`config.mk`:
```
export PLATFORM = sky130hd
export DESIGN_NAME = tqlrc_div
export DESIGN_NICKNAME = d
export VERILOG_FILES = /design/src/rtl/core/tqlrc_pkg.sv /design/src/rtl/core/tqlrc_div.sv
export SDC_FILE = /design/constraint.sdc
export NUM_CORES = 1
export LEC_CHECK = 0
export CAP_MARGIN = 20
export CORE_MARGIN = 1.5
export CORE_UTILIZATION = 59
export DETAILED_ROUTE_END_ITERATION = 6
export DONT_BUFFER_PORTS = 1
export PLACE_DENSITY = 0.75
export SYNTH_ARGS = -nofsm -noshare
export SYNTH_HDL_FRONTEND = slang
export SYNTH_SLANG_ARGS = --single-unit
```
`constraint.sdc`:
```
create_clock -name i_clk -period 6.5 [get_ports i_clk]
set_input_delay 0 -clock i_clk [delete_from_list [all_inputs] [get_ports i_clk]]
set_output_delay 0 -clock i_clk [all_outputs]
set_load 0.02 [all_outputs]
```
`src/rtl/core/tqlrc_pkg.sv`:
```
// shared constants, types and helpers for the q-learning rate controller
package tqlrc_pkg;

    // table geometry
    localparam int NUM_STATES = 256;
    localparam int TBL_DEPTH  = NUM_STATES * 2;
    localparam int ADDR_W     = $clog2(TBL_DEPTH);
    localparam int STATE_W    = $clog2(NUM_STATES);

    // fixed field widths
    localparam int FIT_W   = 32;
    localparam int RATE_W  = 25;
    localparam int GAIN_W  = 17;
    localparam int POP_W   = 16;
    localparam int SIDX_W  = 8;
    localparam int CFG_W   = 25;
    localparam int CIDX_W  = 3;

    // divider geometry: |child| * 65536 over |parent|
    localparam int DIVD_W  = 48;
    localparam int DIVS_W  = 32;
    localparam int DCNT_W  = $clog2(DIVD_W + 1);

    // multiplier geometry
    localparam int MA_W    = 34;
    localparam int MK_W    = GAIN_W + 1;
    localparam int MP_W    = MA_W + MK_W;

    // fixed point constants
    localparam logic [GAIN_W-1:0] GAIN_ONE  = GAIN_W'(65536);
    localparam logic [FIT_W-1:0]  Q16_ONE   = FIT_W'(65536);
    localparam int                TIE_DIV   = 20;

    // reward modes
    localparam logic [1:0] MODE_ABS   = 2'd0;
    localparam logic [1:0] MODE_BIN   = 2'd1;
    localparam logic [1:0] MODE_DIFF  = 2'd2;
    localparam logic [1:0] MODE_RATIO = 2'd3;

    // register indexes
    localparam logic [CIDX_W-1:0] REG_MODE  = 3'd0;
    localparam logic [CIDX_W-1:0] REG_ALPHA = 3'd1;
    localparam logic [CIDX_W-1:0] REG_GAMMA = 3'd2;
    localparam logic [CIDX_W-1:0] REG_MIN   = 3'd3;
    localparam logic [CIDX_W-1:0] REG_MAX   = 3'd4;
    localparam logic [CIDX_W-1:0] REG_START = 3'd5;
    localparam logic [CIDX_W-1:0] REG_POP   = 3'd6;

    // sequencer states
    typedef enum logic [3:0] {
        ST_CLEAR,
        ST_IDLE,
        ST_REWARD,
        ST_DIV,
        ST_LEARN,
        ST_RD_D,
        ST_RD_O,
        ST_MUL_G,
        ST_TD,
        ST_MUL_A,
        ST_WR,
        ST_CH_M,
        ST_CH_D,
        ST_CHOOSE,
        ST_OUT
    } t_state;

    // saturate a signed value to 32 bits
    function automatic logic signed [FIT_W-1:0] sat32(input logic signed [63:0] v);
        logic signed [63:0] hi;
        logic signed [63:0] lo;
        hi = 64'sh0000_0000_7FFF_FFFF;
        lo = -64'sh0000_0000_8000_0000;
        if (v > hi) begin
            return 32'sh7FFF_FFFF;
        end else if (v < lo) begin
            return 32'sh8000_0000;
        end
        return v[FIT_W-1:0];
    endfunction

endpackage

```
`src/rtl/core/tqlrc_div.sv`:
```
// restoring unsigned divider, one quotient bit per cycle
module tqlrc_div
    import tqlrc_pkg::*;
(
    input  logic              i_clk,
    input  logic              i_rst_n,
    input  logic              i_start,
    input  logic [DIVD_W-1:0] i_dividend,
    input  logic [DIVS_W-1:0] i_divisor,
    output logic              o_done,
    output logic [DIVD_W-1:0] o_quotient
);

    logic              r_busy;
    logic              r_done;
    logic [DCNT_W-1:0] r_cnt;
    logic [DIVD_W-1:0] r_quo;
    logic [DIVS_W:0]   r_rem;
    logic [DIVS_W-1:0] r_dvs;

    logic [DIVS_W+1:0] n_shift;
    logic [DIVS_W+1:0] n_diff;

    // trial subtract of the shifted remainder
    always_comb begin
        n_shift = {r_rem, r_quo[DIVD_W-1]};
        n_diff  = n_shift - {2'b00, r_dvs};
    end

    // control
    always_ff @(posedge i_clk) begin
        if (!i_rst_n) begin
            r_busy <= 1'b0;
            r_done <= 1'b0;
            r_cnt  <= '0;
        end else begin
            r_done <= 1'b0;
            if (i_start) begin
                r_busy <= 1'b1;
                r_cnt  <= DCNT_W'(DIVD_W);
            end else if (r_busy) begin
                r_cnt <= r_cnt - 1'b1;
                if (r_cnt == DCNT_W'(1)) begin
                    r_busy <= 1'b0;
                    r_done <= 1'b1;
                end
            end
        end
    end

    // datapath; quotient bits shift in where dividend bits leave
    always_ff @(posedge i_clk) begin
        if (i_start) begin
            r_quo <= i_dividend;
            r_rem <= '0;
            r_dvs <= i_divisor;
        end else if (r_busy) begin
            if (!n_diff[DIVS_W+1]) begin
                r_rem <= n_diff[DIVS_W:0];
                r_quo <= {r_quo[DIVD_W-2:0], 1'b1};
            end else begin
                r_rem <= n_shift[DIVS_W:0];
                r_quo <= {r_quo[DIVD_W-2:0], 1'b0};
            end
        end
    end

    assign o_done     = r_done;
    assign o_quotient = r_quo;

endmodule
```
# Yosys cells after proc, flatten, opt, wreduce, memory -nomap -nowiden
# Cells that the tools add are included.
[op_classes]
eq_ne = 1
n_addsub = 2
n_reduce_logical = 3
bitwise_logic = 2
muxes = 10
[ops]
columns = ["operator", "count"]
rows = [
  ["$mux W48", 2],
  ["$sub A34 B32 Y34", 1],
  ["$mux W33", 1],
  ["$mux W6", 2],
  ["$eq A6 B1 Y1 const B", 1],
  ["$sub A6 B1 Y6 const B", 1],
  ["$mux W1", 5],
  ["$reduce_or A3 Y1", 1],
  ["$not A1 Y1", 2],
  ["$reduce_bool A2 Y1", 1],
  ["$reduce_or A2 Y1", 1],
]
[word_totals]
word_cells = 25
ff_bits = 121
inputBits = 83
output_inout_bits = 49

# Depth between registers and ports, before layout
[logic_depth]
word_depth = 4
ltp_mapped = 13
mapped_depth_nobuf = 12

# Least setup slack after synthesis
# Ideal clock, no wire load.
[synth_timing]
path_type = "register to register"
start = "register r_quo[47] (netlist: o_quotient[47])"
end = "register r_rem[26]"
n_path_buf = 0
arrival_time_ns = 2.935
synth_period_minus_slack_ns = 3.054
required_time_ns = 6.380
setup_time_ns = 0.120
path_slack_ns = 3.446
path_stages_with_launch = 13
path_cell_list = "edfxtp_1 -> inv_1 -> ha_1 -> fa_1 -> nor2b_1 -> o2111ai_1 -> a31oi_1 -> a21oi_1 -> o311ai_0 -> and2_1 -> a31oi_1 -> xnor2_1 -> a211o_1"
[synth_between]
elab_chain_cells = 2
[synth_lines]
columns = ["element", "line", "source"]
rows = [
  ["from (decl)", "tqlrc_div.sv:17", "logic [DIVD_W-1:0] r_quo;"],
  ["from (signal assigned)", "tqlrc_div.sv:54", "r_quo <= i_dividend;"],
  ["from (signal assigned)", "tqlrc_div.sv:60", "r_quo <= {r_quo[DIVD_W-2:0], 1'b1};"],
  ["from (signal assigned)", "tqlrc_div.sv:63", "r_quo <= {r_quo[DIVD_W-2:0], 1'b0};"],
  ["$sub A34 B32 Y34", "tqlrc_div.sv:27", "n_diff = n_shift - {2'b00, r_dvs};"],
  ["$mux W33", "tqlrc_div.sv:58", "if (!n_diff[DIVS_W+1]) begin"],
  ["to (signal assigned)", "tqlrc_div.sv:59", "r_rem <= n_diff[DIVS_W:0];"],
  ["to (signal assigned)", "tqlrc_div.sv:62", "r_rem <= n_shift[DIVS_W:0];"],
  ["to (decl)", "tqlrc_div.sv:18", "logic [DIVS_W:0] r_rem;"],
]
# No other way between the ends.
# A chain may end at the register's enable or synchronous reset.

# Worst setup path in the final report
[layout_timing]
start = "register r_dvs[29]"
end = "register r_rem[31]"
[layout_between]
elab_chain_cells = 2
[layout_lines]
columns = ["element", "line", "source"]
rows = [
  ["from (decl)", "tqlrc_div.sv:19", "logic [DIVS_W-1:0] r_dvs;"],
  ["from (signal assigned)", "tqlrc_div.sv:56", "r_dvs <= i_divisor;"],
  ["$sub A34 B32 Y34", "tqlrc_div.sv:27", ""],
  ["$mux W33", "tqlrc_div.sv:58", ""],
]
# No other way between the ends.

==> results.cfg <==
[logic_synthesis]
syn-cell-area_um2 = 6700
synth_top_flop_cell = edfxtp_1
ys_warn_count = 0
postSynthAreaPerCell_um2 = 10.6
ys_types = 63
synth-edff-count = 80
yosysSeqAreaShare_pct = 48.1
synthCells = 631
syn-num-nets = 749
ys_ff_latch = 121
async_flop_share_pct = 0

[floorplanning]
die-area_um2 = 12000
die_w_um = 110
rows = 38
initial_core_util_pct = 61.2
die_h_um = 110
core_um2 = 10900
ioPinCount = 132

[layout]
final_design_area_no_fill_um2 = 8140
final_core_util_pct = 74.4
layout_commonest_cell = dlygate4sd3_1
area_delta_synth_final_pct = 21.5
num-nets-final = 817
diodes = 0
most-common-layout-cells = dlygate4sd3_1 (81), edfxtp_1 (80), nor2_1 (72), mux2_2 (47), a21oi_1 (47)
drive_gt1_share_pct = 12.8
instances_no_fill = 852

[grt]
grt_overflow = 0
grt_pass1_vias = 5213
grt_max_degree = 123
grt_use_total_pct = 28.0
grt_pass1_wl_um = 25500
antenna_found_initial = 0

[detailed_routing]
drc = 0
via_count = 5136
dr.first_iter.drc_count = 319
wl_per_cell_um = 19.2
drt_wl_total_um = 16300
vias_per_cell = 6.03
ant_nets = 0
drtPass1Iterations = 5

[clocking]
numCtsBuffers = 17
htree_num_levels = 4
cts_resized = 0
insertion_delay_ns = 0.43
clk_path_buf_depth = 2
clk_pin_slew_ns = 0.07
cts_tree = yes
cts_sinks = 121
cts-root-buf = clkbuf_16

[critical_path]
cp_top_family = compound AO/OA/AOI/OAI gates
slowest_stage = nand3_2
worst-path-max-fanout = 46
cp.arrival_ns = 4.22
slowest_delay_ns = 0.82
end_kind = register
cp-start-kind = register
path_cells = inv_1 > ha_1 > a21o_1 > nor4_1 > o21ai_0 > and2_1 > a221oi_1 > nand3_2 > a2111oi_0 > o311a_1 > nor3_1
path_class = register to register
cp_data_required_time_ns = 6.79
path_buf_inv = 1

[timing]
setup_viol = 0
slew_headroom_pct = 35.2
tightest_slew_ns = 0.970
fin_ws_ns = 2.56
fin_crit_sh_pct = 60.6
layout_min_cycle_time_ns = 3.94
clock_skew_ns = 0.0157
finalMaxSlewViolations = 0
setup_tns_ns = 0
final-hold-violation-count = 0
hold_ws_ns = 0.0949
rsz0062_at_grt = no
max_freq_mhz = 254

[placement]
gp_congestion = 0.876
numPortBuffers = 0
placed_area_um2 = 6720
dp.final_hpwl_um = 9370
pre_cts_slack_ns = 2.72
place_inst = 738

[power_and_ir_drop]
p_per_area_nw_per_um2 = 291
vdd_drop_max_mv = 0.199
p_leak_nw = 3.26
power_mw = 2.37

[min_path]
hp-class = input port to register

[run_status]
outcome = completed

[run]
drv_cap = 0
[state kept, by name (all words and copies together) (netlist names)]
name	flops
o_quotient	48
r_rem	33
r_dvs	32
r_cnt	6
o_done	1
r_busy	1
[power breakdown]
part,internal (mW),switching [mW],leakage (nW),total [mW]
clock network,0.566,0.374,0.276,0.941
registers,0.903,0.0912,1.13,0.994
logic,0.199,0.237,1.85,0.436
total,1.67,0.702,3.26,2.37
[routing by layer]
layer | GRT usage, % | share of wire, %
met2 | 47.2 | 49
met1 | 33.9 | 42
met3 | 8.77 | 7.0
met5 | 0 | 0
met4 | 9.65 | 2.0
[path summary, 6_finish.rpt]
kind	from	endpoint	slack, ns	cells after the start
hold reg to reg	r_rem[0]	r_rem[0]	0.50	2
setup reg to reg	r_dvs[29]	r_rem[31]	2.56	11
setup / recovery	r_dvs[29]	r_rem[31]	2.56	11
hold / removal	i_start	r_dvs[9]	0.09	1
[what timing repair did]
| action | 4_1_cts | 5_1_grt |
|---|---|---|
| hold endpoints to repair | 153 | 0 |
| hold buffers | 82 | 0 |
| setup buffers | 0 | 0 |
| endpoints found under the setup margin | 0 | 0 |
[cell type report]
type / count / area, um^2
Fill cell: 726 / 2800
Clock buffer: 18 / 429
Sequential cell: 121 / 3220
Inverter: 43 / 161
Multi-Input combinational cell: 433 / 3150
Tap cell: 140 / 175
Timing Repair Buffer: 83 / 846
Clock inverter: 14 / 149
[Yosys cell counts (3+ instances only)]
cell type | instances | share of area [%]
dfxtp_1 | 41 | 12
buf_1 | 5 | 0.28
and2_1 | 9 | 0.84
inv_1 | 43 | 2.4
nand2b_1 | 6 | 0.56
nand4_1 | 4 | 0.37
edfxtp_1 | 80 | 36
clkbuf_1 | 21 | 1.2
xor2_1 | 10 | 1.3
nor2_1 | 72 | 4.0
nor2b_1 | 5 | 0.47
o211ai_1 | 3 | 0.34
a211oi_1 | 27 | 3.0
o31ai_1 | 4 | 0.45
xnor2_1 | 20 | 2.6
ha_1 | 34 | 6.4
buf_6 | 3 | 0.50
a31oi_1 | 7 | 0.65
o21ai_0 | 8 | 0.60
and3_1 | 8 | 0.75
a221oi_1 | 4 | 0.52
a21oi_1 | 47 | 3.5
nor3_1 | 10 | 0.75
o21a_1 | 3 | 0.34
o21bai_1 | 5 | 0.56
mux2_2 | 47 | 7.9
mux2i_1 | 7 | 1.0
buf_2 | 4 | 0.30
a211o_1 | 3 | 0.39
a21o_1 | 22 | 2.5
nand3_1 | 9 | 0.67
nand2_1 | 21 | 1.2
[logic make-up after synthesis]
family	Yosys count	share of synthesized area (%)
AND/OR/NAND/NOR	157	11.2
XOR/XNOR	30	3.92
AO/OA/AOI/OAI	157	16.4
adder cells (fa/ha/maj)	35	6.65
buffers and inverters	77	4.78
flip-flops	121	48.1
multiplexers	54	8.95
(Power assumes the default switching activity.)
